==> src/hw/rtl/sfcd_pkg.sv <==
// shared types, codes and widths for the spi flash command decoder
package sfcd_pkg;

  // field widths
  localparam int unsigned KindW  = 2;
  localparam int unsigned ByteW  = 8;
  localparam int unsigned ClassW = 4;
  localparam int unsigned CmdW   = 4;
  localparam int unsigned ValueW = 32;
  localparam int unsigned CountW = 3;
  localparam int unsigned PhaseW = 4;

  // reset value of the read address byte count
  localparam logic [CountW-1:0] ReadAddrBytesRst = 3'd2;

  // symbol kinds
  localparam logic [KindW-1:0] KIND_SELECT = 2'd0;
  localparam logic [KindW-1:0] KIND_DATA   = 2'd1;

  // transaction phases
  localparam logic [PhaseW-1:0] PH_IDLE       = 4'd0;
  localparam logic [PhaseW-1:0] PH_OPCODE     = 4'd1;
  localparam logic [PhaseW-1:0] PH_QUAD_ADDR  = 4'd2;
  localparam logic [PhaseW-1:0] PH_ADDR       = 4'd3;
  localparam logic [PhaseW-1:0] PH_READ       = 4'd4;
  localparam logic [PhaseW-1:0] PH_QUAD_READ  = 4'd5;
  localparam logic [PhaseW-1:0] PH_WRITE      = 4'd6;
  localparam logic [PhaseW-1:0] PH_DUMMY_ADDR = 4'd7;
  localparam logic [PhaseW-1:0] PH_DUMMY_DATA = 4'd8;

  // result symbol classes
  typedef enum logic [ClassW-1:0] {
    CL_CMD      = 4'd0,
    CL_DUMMY    = 4'd1,
    CL_ADDR     = 4'd2,
    CL_SR_ADDR  = 4'd3,
    CL_BLOCK    = 4'd4,
    CL_DATA     = 4'd5,
    CL_VENDOR   = 4'd6,
    CL_PART     = 4'd7,
    CL_PROT     = 4'd8,
    CL_CONFIG   = 4'd9,
    CL_STATUS   = 4'd10
  } sym_class_e;

  // decoded commands
  typedef enum logic [CmdW-1:0] {
    CMD_OTHER    = 4'd0,
    CMD_SOFT_RST = 4'd1,
    CMD_JEDEC    = 4'd2,
    CMD_RD_SR    = 4'd3,
    CMD_WR_SR    = 4'd4,
    CMD_R114     = 4'd5,
    CMD_R144     = 4'd6,
    CMD_RD_ARRAY = 4'd7,
    CMD_PAGE     = 4'd8
  } cmd_e;

  // opcodes on mosi
  localparam logic [ByteW-1:0] OP_RESET   = 8'hff;
  localparam logic [ByteW-1:0] OP_JEDEC   = 8'h9f;
  localparam logic [ByteW-1:0] OP_RD_SR_A = 8'h0f;
  localparam logic [ByteW-1:0] OP_RD_SR_B = 8'h5f;
  localparam logic [ByteW-1:0] OP_WR_SR_A = 8'h01;
  localparam logic [ByteW-1:0] OP_WR_SR_B = 8'h1f;
  localparam logic [ByteW-1:0] OP_R114    = 8'h6b;
  localparam logic [ByteW-1:0] OP_R144    = 8'heb;
  localparam logic [ByteW-1:0] OP_READ    = 8'h03;
  localparam logic [ByteW-1:0] OP_PAGE    = 8'h13;

  // status register address groups (high nibble)
  localparam logic [3:0] SR_GRP_PROT   = 4'ha;
  localparam logic [3:0] SR_GRP_CONFIG = 4'hb;
  localparam logic [3:0] SR_GRP_STATUS = 4'hc;

endpackage

==> src/hw/rtl/sfcd_in_if.sv <==
// input symbol channel of the spi flash command decoder
interface sfcd_in_if;
  import sfcd_pkg::*;

  logic             valid;
  logic             ready;
  logic [KindW-1:0] symbol_kind;
  logic [ByteW-1:0] mosi_byte;
  logic [ByteW-1:0] miso_byte;

  modport source (output valid, output symbol_kind, output mosi_byte, output miso_byte,
                  input ready);
  modport sink (input valid, input symbol_kind, input mosi_byte, input miso_byte,
                output ready);
endinterface

==> src/hw/rtl/sfcd_out_if.sv <==
// annotated symbol channel of the spi flash command decoder
interface sfcd_out_if;
  import sfcd_pkg::*;

  logic              valid;
  logic              ready;
  logic [ClassW-1:0] symbol_class;
  logic [CmdW-1:0]   command_code;
  logic [ValueW-1:0] symbol_value;
  logic              replaces_previous;

  modport source (output valid, output symbol_class, output command_code,
                  output symbol_value, output replaces_previous, input ready);
  modport sink (input valid, input symbol_class, input command_code,
                input symbol_value, input replaces_previous, output ready);
endinterface

==> src/hw/rtl/sfcd_cfg_if.sv <==
// configuration write channel of the spi flash command decoder
interface sfcd_cfg_if;
  import sfcd_pkg::*;

  logic              valid;
  logic              ready;
  logic [CountW-1:0] read_address_bytes;

  modport source (output valid, output read_address_bytes, input ready);
  modport sink (input valid, input read_address_bytes, output ready);
endinterface

==> src/hw/rtl/spi_flash_command_decoder.sv <==
// spi flash command decoder: annotates flash transactions in a decoded spi symbol stream
//
//   channel  dir  handshake      payload
//   in_i     in   valid/ready    symbol_kind, mosi_byte, miso_byte
//   out_o    out  valid/ready    symbol_class, command_code, symbol_value, replaces_previous
//   cfg_i    in   valid/ready    read_address_bytes (always ready)
//
// an item is registered on entry and then decoded straight into the result
// register, and one item is accepted per cycle unless the decode waits. the decode
// waits only while a result sits untaken in the result register. reset puts the
// phase machine and all transaction state back to their reset values.
module spi_flash_command_decoder (
  input  logic        clk_i,
  input  logic        rst_ni,
  sfcd_in_if.sink     in_i,
  sfcd_out_if.source  out_o,
  sfcd_cfg_if.sink    cfg_i
);
  import sfcd_pkg::*;

  // input register
  logic             in_vld_q;
  logic [KindW-1:0] kind_q;
  logic [ByteW-1:0] mosi_q;
  logic [ByteW-1:0] miso_q;

  // transaction state
  logic [PhaseW-1:0] phase_q, phase_d;
  cmd_e              cmd_q, cmd_d;
  logic [CountW-1:0] remain_q, remain_d;
  logic [ValueW-1:0] acc_q, acc_d;
  sym_class_e        exp_cls_q, exp_cls_d;
  sym_class_e        last_cls_q, last_cls_d;
  logic [ValueW-1:0] last_val_q, last_val_d;
  logic [CountW-1:0] rd_addr_bytes_q;

  // result register
  logic              out_vld_q, out_vld_d;
  sym_class_e        res_cls_q, res_cls_d;
  cmd_e              res_cmd_q, res_cmd_d;
  logic [ValueW-1:0] res_val_q, res_val_d;
  logic              res_rep_q, res_rep_d;

  logic              proc;
  logic              emit;
  logic              is_data;
  logic [ValueW-1:0] acc_shift;
  logic [CountW-1:0] remain_dec;

  // handshakes
  assign proc        = in_vld_q && (!out_vld_q || out_o.ready);
  assign in_i.ready  = !in_vld_q || proc;
  assign cfg_i.ready = 1'b1;

  assign is_data    = (kind_q == KIND_DATA);
  assign acc_shift  = {acc_q[ValueW-ByteW-1:0], mosi_q};
  assign remain_dec = remain_q - 3'd1;

  // decode one symbol
  always_comb begin
    phase_d   = phase_q;
    cmd_d     = cmd_q;
    remain_d  = remain_q;
    acc_d     = acc_q;
    exp_cls_d = exp_cls_q;
    emit      = 1'b0;
    res_cls_d = CL_CMD;
    res_cmd_d = CMD_OTHER;
    res_val_d = '0;
    res_rep_d = 1'b0;

    unique case (phase_q) inside
      PH_OPCODE: begin
        if (!is_data) begin
          phase_d = PH_IDLE;
        end else begin
          unique case (mosi_q) inside
            OP_RESET: begin
              cmd_d   = CMD_SOFT_RST;
              phase_d = PH_IDLE;
            end
            OP_JEDEC: begin
              cmd_d     = CMD_JEDEC;
              phase_d   = PH_DUMMY_DATA;
              exp_cls_d = CL_VENDOR;
            end
            OP_RD_SR_A, OP_RD_SR_B: begin
              cmd_d    = CMD_RD_SR;
              phase_d  = PH_ADDR;
              remain_d = 3'd1;
              acc_d    = '0;
            end
            OP_WR_SR_A, OP_WR_SR_B: begin
              cmd_d    = CMD_WR_SR;
              phase_d  = PH_ADDR;
              remain_d = 3'd1;
              acc_d    = '0;
            end
            OP_R114: begin
              cmd_d    = CMD_R114;
              phase_d  = PH_ADDR;
              remain_d = rd_addr_bytes_q;
              acc_d    = '0;
            end
            OP_R144: begin
              cmd_d    = CMD_R144;
              phase_d  = PH_QUAD_ADDR;
              remain_d = rd_addr_bytes_q;
              acc_d    = '0;
            end
            OP_READ: begin
              cmd_d    = CMD_RD_ARRAY;
              phase_d  = PH_ADDR;
              remain_d = rd_addr_bytes_q;
              acc_d    = '0;
            end
            OP_PAGE: begin
              cmd_d    = CMD_PAGE;
              phase_d  = PH_DUMMY_ADDR;
              remain_d = rd_addr_bytes_q;
              acc_d    = '0;
            end
            default: begin
              cmd_d   = CMD_OTHER;
              phase_d = PH_IDLE;
            end
          endcase
          emit      = 1'b1;
          res_cls_d = CL_CMD;
          res_cmd_d = cmd_d;
        end
      end

      PH_DUMMY_ADDR: begin
        phase_d   = is_data ? PH_ADDR : PH_IDLE;
        emit      = 1'b1;
        res_cls_d = CL_DUMMY;
      end

      PH_DUMMY_DATA: begin
        if (!is_data) begin
          phase_d = PH_IDLE;
        end else if (cmd_q == CMD_R114 || cmd_q == CMD_R144) begin
          phase_d = PH_QUAD_READ;
        end else begin
          phase_d = PH_READ;
        end
        emit      = 1'b1;
        res_cls_d = CL_DUMMY;
      end

      PH_QUAD_ADDR, PH_QUAD_READ: begin
        if (!is_data) begin
          phase_d = PH_IDLE;
        end
      end

      PH_ADDR: begin
        if (!is_data) begin
          phase_d = PH_IDLE;
        end else begin
          acc_d    = acc_shift;
          remain_d = remain_dec;
          // last address byte closes the address phase
          if (remain_dec == '0) begin
            exp_cls_d = CL_DATA;
            res_cls_d = CL_ADDR;
            phase_d   = PH_READ;
            case (cmd_q) inside
              CMD_RD_ARRAY, CMD_R114: begin
                phase_d = PH_DUMMY_DATA;
              end
              CMD_RD_SR, CMD_WR_SR: begin
                case (acc_shift[7:4])
                  SR_GRP_PROT:   exp_cls_d = CL_PROT;
                  SR_GRP_CONFIG: exp_cls_d = CL_CONFIG;
                  SR_GRP_STATUS: exp_cls_d = CL_STATUS;
                  default:       exp_cls_d = CL_DATA;
                endcase
                if (cmd_q == CMD_WR_SR) begin
                  phase_d = PH_WRITE;
                end
                res_cls_d = CL_SR_ADDR;
              end
              CMD_PAGE: begin
                res_cls_d = CL_BLOCK;
              end
              default: begin
                res_cls_d = CL_ADDR;
              end
            endcase
            emit      = 1'b1;
            res_val_d = acc_shift;
          end
        end
      end

      PH_READ: begin
        if (!is_data) begin
          phase_d = PH_IDLE;
        end else if (exp_cls_q == CL_PART && last_cls_q == CL_PART) begin
          // part id grows in place
          emit      = 1'b1;
          res_cls_d = CL_PART;
          res_val_d = {last_val_q[ValueW-ByteW-1:0], miso_q};
          res_rep_d = 1'b1;
        end else begin
          emit      = 1'b1;
          res_cls_d = exp_cls_q;
          res_val_d = {{(ValueW-ByteW){1'b0}}, miso_q};
          if (exp_cls_q == CL_VENDOR) begin
            exp_cls_d = CL_PART;
          end
        end
      end

      PH_WRITE: begin
        if (!is_data) begin
          phase_d = PH_IDLE;
        end else begin
          emit      = 1'b1;
          res_cls_d = exp_cls_q;
          res_val_d = {{(ValueW-ByteW){1'b0}}, mosi_q};
        end
      end

      default: begin
        phase_d = (kind_q == KIND_SELECT) ? PH_OPCODE : PH_IDLE;
      end
    endcase
  end

  // last emitted symbol tracking
  always_comb begin
    last_cls_d = last_cls_q;
    last_val_d = last_val_q;
    if (emit) begin
      last_cls_d = res_cls_d;
      last_val_d = res_val_d;
    end
  end

  // result register valid
  always_comb begin
    if (proc) begin
      out_vld_d = emit;
    end else if (out_o.ready) begin
      out_vld_d = 1'b0;
    end else begin
      out_vld_d = out_vld_q;
    end
  end

  // control and state registers
  always_ff @(posedge clk_i or negedge rst_ni) begin
    if (!rst_ni) begin
      in_vld_q        <= 1'b0;
      out_vld_q       <= 1'b0;
      phase_q         <= PH_IDLE;
      cmd_q           <= CMD_OTHER;
      remain_q        <= '0;
      acc_q           <= '0;
      exp_cls_q       <= CL_DATA;
      last_cls_q      <= CL_CMD;
      last_val_q      <= '0;
      rd_addr_bytes_q <= ReadAddrBytesRst;
    end else begin
      if (in_i.ready) begin
        in_vld_q <= in_i.valid;
      end
      out_vld_q <= out_vld_d;
      if (proc) begin
        phase_q    <= phase_d;
        cmd_q      <= cmd_d;
        remain_q   <= remain_d;
        acc_q      <= acc_d;
        exp_cls_q  <= exp_cls_d;
        last_cls_q <= last_cls_d;
        last_val_q <= last_val_d;
      end
      if (cfg_i.valid) begin
        rd_addr_bytes_q <= cfg_i.read_address_bytes;
      end
    end
  end

  // payload registers
  always_ff @(posedge clk_i) begin
    if (in_i.valid && in_i.ready) begin
      kind_q <= in_i.symbol_kind;
      mosi_q <= in_i.mosi_byte;
      miso_q <= in_i.miso_byte;
    end
    if (proc && emit) begin
      res_cls_q <= res_cls_d;
      res_cmd_q <= res_cmd_d;
      res_val_q <= res_val_d;
      res_rep_q <= res_rep_d;
    end
  end

  // result outputs
  assign out_o.valid             = out_vld_q;
  assign out_o.symbol_class      = res_cls_q;
  assign out_o.command_code      = res_cmd_q;
  assign out_o.symbol_value      = res_val_q;
  assign out_o.replaces_previous = res_rep_q;

endmodule

==> src/flat_wrapper.sv <==
// flat-port wrapper written by rule: the top's interface ports become plain ports
module spi_flash_command_decoder_flat import sfcd_pkg::*;
  (clk_i, rst_ni, in_i_valid, in_i_symbol_kind, in_i_mosi_byte, in_i_miso_byte, in_i_ready, out_o_valid, out_o_symbol_class, out_o_command_code, out_o_symbol_value, out_o_replaces_previous, out_o_ready, cfg_i_valid, cfg_i_read_address_bytes, cfg_i_ready);
  sfcd_in_if in_i_i ();
  sfcd_out_if out_o_i ();
  sfcd_cfg_if cfg_i_i ();
  input  logic clk_i;
  input  logic rst_ni;
  input wire logic [$bits(in_i_i.valid)-1:0] in_i_valid;
  input wire logic [$bits(in_i_i.symbol_kind)-1:0] in_i_symbol_kind;
  input wire logic [$bits(in_i_i.mosi_byte)-1:0] in_i_mosi_byte;
  input wire logic [$bits(in_i_i.miso_byte)-1:0] in_i_miso_byte;
  output wire logic [$bits(in_i_i.ready)-1:0] in_i_ready;
  output wire logic [$bits(out_o_i.valid)-1:0] out_o_valid;
  output wire logic [$bits(out_o_i.symbol_class)-1:0] out_o_symbol_class;
  output wire logic [$bits(out_o_i.command_code)-1:0] out_o_command_code;
  output wire logic [$bits(out_o_i.symbol_value)-1:0] out_o_symbol_value;
  output wire logic [$bits(out_o_i.replaces_previous)-1:0] out_o_replaces_previous;
  input wire logic [$bits(out_o_i.ready)-1:0] out_o_ready;
  input wire logic [$bits(cfg_i_i.valid)-1:0] cfg_i_valid;
  input wire logic [$bits(cfg_i_i.read_address_bytes)-1:0] cfg_i_read_address_bytes;
  output wire logic [$bits(cfg_i_i.ready)-1:0] cfg_i_ready;
  assign in_i_i.valid = in_i_valid;
  assign in_i_i.symbol_kind = in_i_symbol_kind;
  assign in_i_i.mosi_byte = in_i_mosi_byte;
  assign in_i_i.miso_byte = in_i_miso_byte;
  assign in_i_ready = in_i_i.ready;
  assign out_o_valid = out_o_i.valid;
  assign out_o_symbol_class = out_o_i.symbol_class;
  assign out_o_command_code = out_o_i.command_code;
  assign out_o_symbol_value = out_o_i.symbol_value;
  assign out_o_replaces_previous = out_o_i.replaces_previous;
  assign out_o_i.ready = out_o_ready;
  assign cfg_i_i.valid = cfg_i_valid;
  assign cfg_i_i.read_address_bytes = cfg_i_read_address_bytes;
  assign cfg_i_ready = cfg_i_i.ready;
  spi_flash_command_decoder u_core (.clk_i(clk_i), .rst_ni(rst_ni), .in_i(in_i_i), .out_o(out_o_i), .cfg_i(cfg_i_i));
endmodule
==> config.mk <==
export PLATFORM = sky130hd
export DESIGN_NAME = spi_flash_command_decoder_flat
export DESIGN_NICKNAME = d
export VERILOG_FILES = /design/src/hw/rtl/sfcd_pkg.sv /design/src/hw/rtl/sfcd_in_if.sv /design/src/hw/rtl/sfcd_out_if.sv /design/src/hw/rtl/sfcd_cfg_if.sv /design/src/hw/rtl/spi_flash_command_decoder.sv /design/src/flat_wrapper.sv
export SDC_FILE = /design/constraint.sdc
export NUM_CORES = 1
export LEC_CHECK = 0
export CAP_MARGIN = 20
export CORE_ASPECT_RATIO = 1.25
export CORE_MARGIN = 2
export CORE_UTILIZATION = 35
export CTS_CLUSTER_SIZE = 28
export DETAILED_ROUTE_END_ITERATION = 16
export DONT_BUFFER_PORTS = 1
export PLACE_DENSITY = 0.56
export SLEW_MARGIN = 20
export SYNTH_ARGS = -nofsm -noshare
export SYNTH_HDL_FRONTEND = slang
export SYNTH_SLANG_ARGS = --single-unit
export TNS_END_PERCENT = 5
==> constraint.sdc <==
create_clock -name clk_i -period 5.5 [get_ports clk_i]
set_input_delay 0.275 -clock clk_i [delete_from_list [all_inputs] [get_ports clk_i]]
set_output_delay 0.275 -clock clk_i [all_outputs]
set_load 0.05 [all_outputs]
==> results.cfg, run 1 <==
[status]
status = finished clean

[layout]
antenna_cells = 0
nets = 529
final_cells = 734
fin_util_pct = 41.9
area_growth_pct = 18.5
layout-drive-gt1-share_pct = 14.4

[logic_synthesis]
ys_seq_area_share_pct = 60.5
async_flop_share_pct = 55.0
ys_warn_count = 0
ys_types = 62
syn_nets = 504
ys_seq_elements = 131
ys.flop_type = dfrtp_1
synthCells = 476
synth-edff-count = 59
syn_avg_cell_area_sq_um = 12.4
synth.cell_area_sq_um = 5920

[global_routing]
grt_antenna_before_repair = 0
gr-usage-all-layers_pct = 15.8
grt_first_pass_wirelength_microns = 21500
grt_overflow = 0
grt_max_degree = 73
grt_pass1_vias = 3980

[detailed_routing]
wl_per_cell_microns = 18.1
antenna_left = 0
drc = 0
drt_pass1_iterations = 4
wirelength_microns = 13300
dr_total_vias = 3743
viasPerCell = 5.10
drtIter0Drc = 278

[clock_network]
cts_tree = yes
path_clk_slew_ns = 0.06
root_buffer = clkbuf_16
cts.sinks = 131
cts_buffer_depth = 2
post_cts_buffers = 0
clock_latency_ns = 0.42
numCtsBuffers = 17
cts_htree_levels = 4

[die]
core-area_sq_um = 16700
die_w_microns = 120
fp.dieH_microns = 149
pin_count = 70
die_area_sq_um = 18000
initial_core_util_pct = 35.4
row_count = 53

[critical_path]
crit_type = reg -> reg
critPathMaxStageDelay_ns = 0.74
crit_chain = nor3b_1 -> a21oi_1 -> a221oi_4 -> buf_4 -> mux2_2
reg2reg_from = u_core.phase_q[3]
critPathArrivalTime_ns = 3.37
worstPathRequired_ns = 5.80
start_kind = flop
crit_path_end = u_core.last_val_q[3]
cpMaxStageDelayCell = buf_4
reg2reg_slack_ns = 2.42
worst-path-stages = 5
cp-end-kind = flop
crit_family = buffers and inverters
path_buf_inv = 1
startpoint = u_core.phase_q[3]
timing.rr.end = u_core.last_val_q[3]
r2r_cells = 5
worstPathMaxFanout = 65

[timing]
max_clock_freq_mhz = 325
post-route-period-util_pct = 55.9
rsz0062_at_grt = false
worstMarginPinSlew_ns = 1.06
slew_violations = 0
finalSetupViolations = 0
fin_skew_ns = 0.0148
hold_viol = 0
slew_headroom_pct = 29.3
fin_setup_tns_ns = 0
holdWs_ns = 0.0988
finalCriticalPeriod_ns = 3.08

[hold_path]
hold_path_class = in -> reg

[pwr]
p_per_area_nw_per_um2 = 351
power_w = 0.00246
ir_worst_vdd_mv = 0.173
leakage_nw = 2.79

[placement]
placed_cells = 675
place_congestion = 0.866
portBuffers = 0
hpwl_microns = 8760

[job]
cap_violations = 0
## placed cells by master, fill, tap and decap left out, types with 7 or more instances in the layout
cell,instances
nor2_1,17
inv_1,31
nand2_1,51
dfrtp_1,69
edfxtp_1,59
a21oi_1,8
o21ai_0,19
clkbuf_16,17
nand2b_1,9
mux2i_1,25
mux2_1,10
mux2_2,23
nor2b_1,7
a22o_1,26
dlygate4sd3_1,26
## kinds of logic (layout without fill, tap and decap cells)
family	after synthesis	in the layout	share of synthesized area, %
DFF	131	131	60.5
other	1	1	0.0634
adders and majority gates	2	2	0.423
AOI/OAI and AO/OA	89	89	11.4
and+or+nand+nor	133	133	12.1
buffers and inverters	56	94	4.17
muxes	58	58	10.5
xor gates and xnor gates	6	6	0.888
## cell type report
cell class	instances	area, sq um
clock buffers	17	425
clock inverters	15	163
fillers	1591	9700
inverters	31	116
multi-input cells	289	2110
flip-flops and latches	131	3580
well taps	220	275
repair buffers	31	338
## per-stage QoR
stage                     worst slack [ns]  area (sq um)
after floorplan                       2.91          5920
final                                 2.42          7010
after detailed placement              2.48          6130
after CTS                             2.47          7010
after global routing                  2.25          7010
after global placement                2.32          6110
## routing by layer
metal | vias up | track usage (%) | routed length, microns
li1 | 1772 | - | -
met1 | 1888 | 19.4 | 5850
met2 | 73 | 25.9 | 6810
met3 | 10 | 3.94 | 461
met4 | 0 | 8.02 | 157
met5 | - | 0 | 0
## flip-flops by register name, indices dropped and copies added (netlist names)
register	cells
u_core.acc_q	24
u_core.cmd_q	4
u_core.exp_cls_q	4
u_core.in_vld_q	1
u_core.kind_q	2
u_core.last_cls_q	4
u_core.last_val_q	24
u_core.miso_q	8
u_core.mosi_q	8
u_core.out_o.command_code	4
u_core.out_o.replaces_previous	1
u_core.out_o.symbol_class	4
u_core.out_o.symbol_value	32
u_core.out_o.valid	1
u_core.phase_q	4
u_core.rd_addr_bytes_q	3
u_core.remain_q	3
## how the worst min path moves through the flow
stage	slack, ns	start	cells past startpoint	end
after floorplan	-0.02	rst_ni	0	u_core.acc_q[0]
after global placement	-0.01	rst_ni	0	u_core.acc_q[3]
after detailed placement	-0.01	rst_ni	0	u_core.acc_q[3]
after CTS	0.09	out_o_ready	2	u_core.out_o.valid
after global routing	0.11	out_o_ready	2	u_core.out_o.valid
final	0.1	out_o_ready	2	u_core.out_o.valid
## power breakdown
part	internal, W	switching, W
sequential	0.00109	0.0000905
clock	0.000706	0.000416
combinational	0.0000686	0.0000942
## synth_stat cells, types with 3 or more instances
library cell,number,area (sq um)
nor2b_1,7,43.8
nor3_1,6,30.0
mux2i_1,25,250
buf_2,14,70.1
dfrtp_1,69,1730
a21oi_1,8,40.0
o211ai_1,3,22.5
and2_1,6,37.5
o21ai_0,19,95.1
clkbuf_1,8,30.0
o31ai_1,4,30.0
nand2b_1,9,56.3
dfstp_2,3,78.8
a31oi_1,6,37.5
nand3b_1,3,22.5
inv_1,31,116
a211oi_1,3,22.5
nor4_1,3,18.8
mux2_2,23,259
nor4b_1,3,26.3
edfxtp_1,59,1770
nand2_1,51,191
xor2_1,4,35.0
a21o_1,4,30.0
mux2_1,10,113
nand3_1,6,30.0
nor2_1,17,63.8
nor3b_1,4,30.0
a22o_1,26,228
## what timing repair did
item / in CTS / in global routing
resized for setup: 0 / 0
hold buffers: 27 / 0
hold endpoints to repair: 94 / 0
Power figures use the tool's default switching activity.
==> run 2: changes to the inputs <==
--- a/config.mk
+++ b/config.mk
@@ -5,6 +5,7 @@
 export SDC_FILE = /design/constraint.sdc
 export NUM_CORES = 1
 export LEC_CHECK = 0
+export ABC_AREA = 1
 export CAP_MARGIN = 20
 export CORE_ASPECT_RATIO = 1.25
 export CORE_MARGIN = 2
==> constraint.sdc (replaced) <==
create_clock -name clk_i -period 2.9 [get_ports clk_i]
set_input_delay 0.145 -clock clk_i [delete_from_list [all_inputs] [get_ports clk_i]]
set_output_delay 0.145 -clock clk_i [all_outputs]
set_load 0.05 [all_outputs]
==> results.cfg, run 2 <==
[logic_synthesis]
yosys-top-cells-count = 265 x nand2_1, 69 x dfrtp_1, 59 x edfxtp_1
ys_warn_count = 0
syn_nets = 681
synth-edff-count = 59
ys.flop_type = dfrtp_1
synth.cell_area_sq_um = 5990
synth_top_cell_by_area = edfxtp_1
synthCells = 653
synth_top_area_share_pct = 29.6
netlist_top_cells_area = edfxtp_1 30%, dfrtp_1 29%, nand2_1 17%, nor2_1 3.1%, nand2_2 2.8%
yosysMostFrequentCell = nand2_1
async_flop_share_pct = 55.0
ys_seq_area_share_pct = 59.7
syn_avg_cell_area_sq_um = 9.17
ys_seq_elements = 131
ys_types = 39

[detailed_routing]
wl_per_cell_microns = 15.5
wirelength_microns = 14200
dr_total_vias = 4365
drc = 0
drt_pass1_iterations = 5
drtIter0Drc = 311
viasPerCell = 4.77
antenna_left = 0

[timing]
rsz0062_at_grt = false
holdWs_ns = 0.243
finalCriticalPeriod_ns = 2.15
worstMarginPinSlew_ns = 0.735
worst_slack_ns = 0.751
slew_headroom_pct = 50.9
post-route-period-util_pct = 74.1
hold_viol = 0
max_clock_freq_mhz = 465
slew_violations = 0
fin_setup_tns_ns = 0
fin_skew_ns = 0.00901
finalSetupViolations = 0

[critical_path]
reg2reg_from = u_core.kind_q[1]
critPathArrivalTime_ns = 2.50
reg2reg_slack_ns = 0.75
start_kind = flop
cpMaxStageDelayCell = edfxtp_1
worstPathRequired_ns = 3.25
crit_type = reg -> reg
crit_chain = nor2_8 -> inv_4 -> nor2_4 -> inv_2 -> nor2_4 -> buf_4 -> nand2_1 -> nand2_1 -> nand2_1 -> nand2_1
timing.rr.end = u_core.last_val_q[11]
cp-end-kind = flop
r2r_cells = 10
critPathMaxStageDelay_ns = 0.47
cp_common_cell = nand2_1
worstPathMaxFanout = 23

[pwr]
ir_worst_vdd_mv = 0.358
p_per_area_nw_per_um2 = 654
leakage_nw = 3.30

[die]
core-area_sq_um = 16800
row_count = 53
pin_count = 70
fp.dieH_microns = 150
die_w_microns = 121
initial_core_util_pct = 35.7
die_area_sq_um = 18200

[layout]
fillCellCount = 1686
layout_commonest_cell = nand2_1
nets = 711
final_area_sq_um = 7020
area_growth_pct = 17.2
multi_input_area_sq_um = 2090
regArea_sq_um = 3580
largest_register_ffs = 32
final_cell_mix = 265 x nand2_1, 69 x dfrtp_1, 59 x edfxtp_1, 50 x nor2_1, 34 x inv_1
final_cells = 916
layout-drive-gt1-share_pct = 13.4
antenna_cells = 0

[placement]
place_congestion = 0.857
placed_cells = 858
placed_cell_area_sq_um = 6180
hpwl_microns = 9670
place_ws_ns = 0.766
portBuffers = 0

[global_routing]
grt_pass1_vias = 4554
grt_max_degree = 73
gr-usage-all-layers_pct = 16.7
grt_antenna_before_repair = 0
grt_overflow = 0
grt_first_pass_wirelength_microns = 23200

[clock_network]
numCtsBuffers = 17
cts_buffer_depth = 2
cts_htree_levels = 4
cts.sinks = 131
path_clk_slew_ns = 0.06
root_buffer = clkbuf_16
cts_tree = yes
clock_latency_ns = 0.42

[status]
status = finished clean

[hold_path]
hold_path_class = in -> async

[job]
cap_violations = 0
## run 2: cells by family after synthesis
| family | share of synthesized area (%) |
|---|---|
| simple gates | 29.9 |
| flops | 59.7 |
| buf+inv | 5.37 |
| compound gates | 4.18 |
| mux | 0.376 |
| fa+ha+maj | 0.418 |
| other cells | 0.0626 |
## run 2: worst max-delay path by stage
stage | endpoint | startpoint | cells after the start | slack [ns]
floorplan | u_core.kind_q[0] | u_core.out_o.valid | 3 | 0.88
global placement | u_core.last_val_q[12] | u_core.kind_q[1] | 10 | 0.77
detailed placement | u_core.last_val_q[12] | u_core.kind_q[1] | 10 | 0.77
CTS | u_core.last_val_q[12] | u_core.kind_q[1] | 10 | 0.76
global route | u_core.last_val_q[11] | u_core.remain_q[0] | 11 | 0.54
finish | u_core.last_val_q[11] | u_core.kind_q[1] | 10 | 0.75
## run 2: metal layers
metal	global-route usage, %	vias up	wire length [microns]
met4	6.16	0	170
met1	20.3	2077	6140
met5	0	-	0
met3	3.64	13	524
li1	-	2177	-
met2	29.0	98	7330
## run 2: area by class of cell
type	count	area share (%)
Clock inverter	13	1.55
Sequential cell	131	51.0
Multi-Input combinational cell	456	29.8
Clock buffer	19	6.45
Timing Repair Buffer	33	4.88
Tap cell	220	3.92
Inverter	44	2.44
## run 2: what timing repair did
item,4_1_cts,5_1_grt
hold endpoints to repair,95,0
buffers inserted,0,0
resized for setup,0,0
hold buffers,26,0
## run 2: metrics by stage
step           total power (W)  util, %
6_report               0.00459     41.8
5_1_grt                0.00477     41.8
4_1_cts                0.00464     41.8
3_5_place_dp           0.00254     36.8
3_3_place_gp           0.00253     36.8
2_1_floorplan          0.00244        -
## run 2: report_power, final
| part | switching [W] | internal (W) |
|---|---|---|
| registers | 0.000132 | 0.00203 |
| clock network | 0.000815 | 0.00122 |
| logic | 0.000281 | 0.000116 |
## run 2: critical path, delay by kind of cell, from the launching register on
family | cells | cell delay, ns
AND/OR/NAND/NOR | 7 | 1.11
buffers and inverters | 3 | 0.48
flip-flops | 1 | 0.47
==> run 3: changes to the inputs <==
--- a/config.mk
+++ b/config.mk
@@ -5,7 +5,7 @@
 export SDC_FILE = /design/constraint.sdc
 export NUM_CORES = 1
 export LEC_CHECK = 0
-export ABC_AREA = 1
+export ABC_AREA = 0
 export CAP_MARGIN = 20
 export CORE_ASPECT_RATIO = 1.25
 export CORE_MARGIN = 2
@@ -13,7 +13,7 @@
 export CTS_CLUSTER_SIZE = 28
 export DETAILED_ROUTE_END_ITERATION = 16
 export DONT_BUFFER_PORTS = 1
-export PLACE_DENSITY = 0.56
+export PLACE_DENSITY = 0.58
 export SLEW_MARGIN = 20
 export SYNTH_ARGS = -nofsm -noshare
 export SYNTH_HDL_FRONTEND = slang
==> constraint.sdc (replaced) <==
create_clock -name clk_i -period 1.8 [get_ports clk_i]
set_input_delay 0.09 -clock clk_i [delete_from_list [all_inputs] [get_ports clk_i]]
set_output_delay 0.09 -clock clk_i [all_outputs]
set_load 0.05 [all_outputs]
==> results.cfg, run 3 (same netlist as run 1, synthesis figures left out) <==
[timing]
finalSetupViolations = 120
slew_headroom_pct = 61.2
worst_slack_ns = -0.301
worstMarginPinSlew_ns = 0.577
post-route-period-util_pct = 117
max_clock_freq_mhz = 476
slew_violations = 0
fin_skew_ns = 0.0113
holdWs_ns = 0.0925
hold_viol = 0
finalCriticalPeriod_ns = 2.10
rsz0062_at_grt = true

[layout]
largest_register_ffs = 32
layout-drive-gt1-share_pct = 34.5
final_area_sq_um = 8220
multi_input_area_sq_um = 2440
area_growth_pct = 39.0
fin_util_pct = 49.2
fillCellCount = 1481
final_cell_mix = 85 x buf_4, 68 x dfrtp_1, 59 x edfxtp_1, 50 x nand2_1, 29 x inv_1
antenna_cells = 0
regArea_sq_um = 3580
nets = 629
layout_commonest_cell = buf_4

[pwr]
ir_worst_vdd_mv = 0.471
p_seq_share_pct = 45.7
p_sw_w = 0.00196
power_w = 0.00777
leakage_nw = 3.37
combPwrFrac_pct = 11.7
internal-power_w = 0.00581
p_sw_share_pct = 25.3
p_per_area_nw_per_um2 = 945
p_clk_share_pct = 42.6

[die]
die_area_sq_um = 18000
core-area_sq_um = 16700
die_w_microns = 120
fp.dieH_microns = 149
initial_core_util_pct = 35.4
pin_count = 70
row_count = 53

[global_routing]
grt_pass1_vias = 4513
grt_overflow = 0
grt_max_degree = 73
gr-usage-all-layers_pct = 17.6
grt_first_pass_wirelength_microns = 24200
grt_antenna_before_repair = 0

[detailed_routing]
dr_total_vias = 4205
antenna_left = 0
wirelength_microns = 15000
drc = 0
drtIter0Drc = 281
wl_per_cell_microns = 18.0
drt_pass1_iterations = 4
viasPerCell = 5.04

[status]
violations = negative setup slack
status = finished, violations left

[clock_network]
root_buffer = clkbuf_16
clock_latency_ns = 0.42
path_clk_slew_ns = 0.06
cts_tree = yes
cts.sinks = 131
numCtsBuffers = 17
cts_buffer_depth = 2
cts_htree_levels = 4

[critical_path]
start_kind = flop
reg2reg_slack_ns = -0.30
cp-end-kind = flop
crit_type = reg -> reg
reg2reg_from = u_core.mosi_q[3]
worstPathRequired_ns = 2.13
r2r_cells = 6
timing.rr.end = u_core.acc_q[12]
worstPathMaxFanout = 24
critPathArrivalTime_ns = 2.44

[hold_path]
whs_path_depth = 3
hold_path_class = in -> reg
hold_start = out_o_ready
hold_end = u_core.in_vld_q

[job]
cap_violations = 0

[placement]
placed_cell_area_sq_um = 6900
place_congestion = 0.842
portBuffers = 0
hpwl_microns = 10000
-- run 3: changes by cell type in the layout (fill, tap and decap cells not counted), moves of 9 or more --
cell,change
nand2_2,-26
mux2_4,+19
nor2_1,-34
o21ai_0,-9
nand3_1,-19
mux2i_1,+25
a22o_1,+15
nand4_1,-23
buf_4,+79
nand2_1,-215
-- run 3: routing by layer --
layer	track usage (%)	up-vias	share of wire (%)
met3	4.28	13	2.7
met2	30.9	78	52
met5	0	-	0
li1	-	1981	-
met1	21.5	2133	44
met4	5.23	0	1.3
-- run 3: power groups by stage --
stage	logic (W)	clock network, W	registers (W)
floorplan	0.000391	0	0.00357
global placement	0.000670	0	0.00359
detailed placement	0.000682	0	0.00360
CTS	0.000898	0.00337	0.00355
global route	0.000990	0.00352	0.00357
finish	0.000911	0.00331	0.00355
-- run 3: layout make-up --
cell class | count | area share [%]
inverter | 31 | 1.42
sequential | 131 | 43.5
clock inverter | 13 | 1.61
clock buffer | 19 | 5.26
tap | 220 | 3.35
multi-input combinational | 289 | 29.6
timing repair buffer | 131 | 15.2
-- run 3: critical path, stage by stage (launching register included) --
cell and delay, ns:
edfxtp_1 0.47, or3_4 0.38, a2111oi_4 0.36, a211oi_2 0.13, a21oi_4 0.20, buf_12 0.24, mux2i_1 0.22
-- run 3: worst max-delay path by stage --
stage                            startpoint                             to  slack, ns  depth (start not counted)
after floorplan            u_core.mosi_q[2]                u_core.acc_q[7]      -0.25                          6
after global placement    u_core.phase_q[2]  u_core.out_o.symbol_value[31]      -0.31                          5
after detailed placement  u_core.phase_q[2]   u_core.out_o.symbol_value[4]      -0.38                          5
after CTS                  u_core.mosi_q[3]               u_core.acc_q[12]      -0.32                          6
after global routing       u_core.mosi_q[3]                u_core.acc_q[8]      -0.44                          7
final                      u_core.mosi_q[3]               u_core.acc_q[12]      -0.30                          6
-- run 3: through the flow --
| stage | TNS [ns] | instances | setup WS, ns |
|---|---|---|---|
| global route | -35.35 | 834 | -0.440 |
| floorplan | -19.57 | 476 | -0.252 |
| detailed placement | -35.12 | 761 | -0.376 |
| CTS | -20.61 | 834 | -0.318 |
| finish | -21.64 | 834 | -0.301 |
| global placement | -28.47 | 761 | -0.308 |
-- run 3: timing repair --
action                     4_1_cts  5_1_grt
cloned                           3        0
pin swaps                       26        9
buffers inserted                10        0
gates resized for setup         54       22
hold endpoints to repair        95        0
setup endpoints to repair      145      148
hold buffers                    28        0
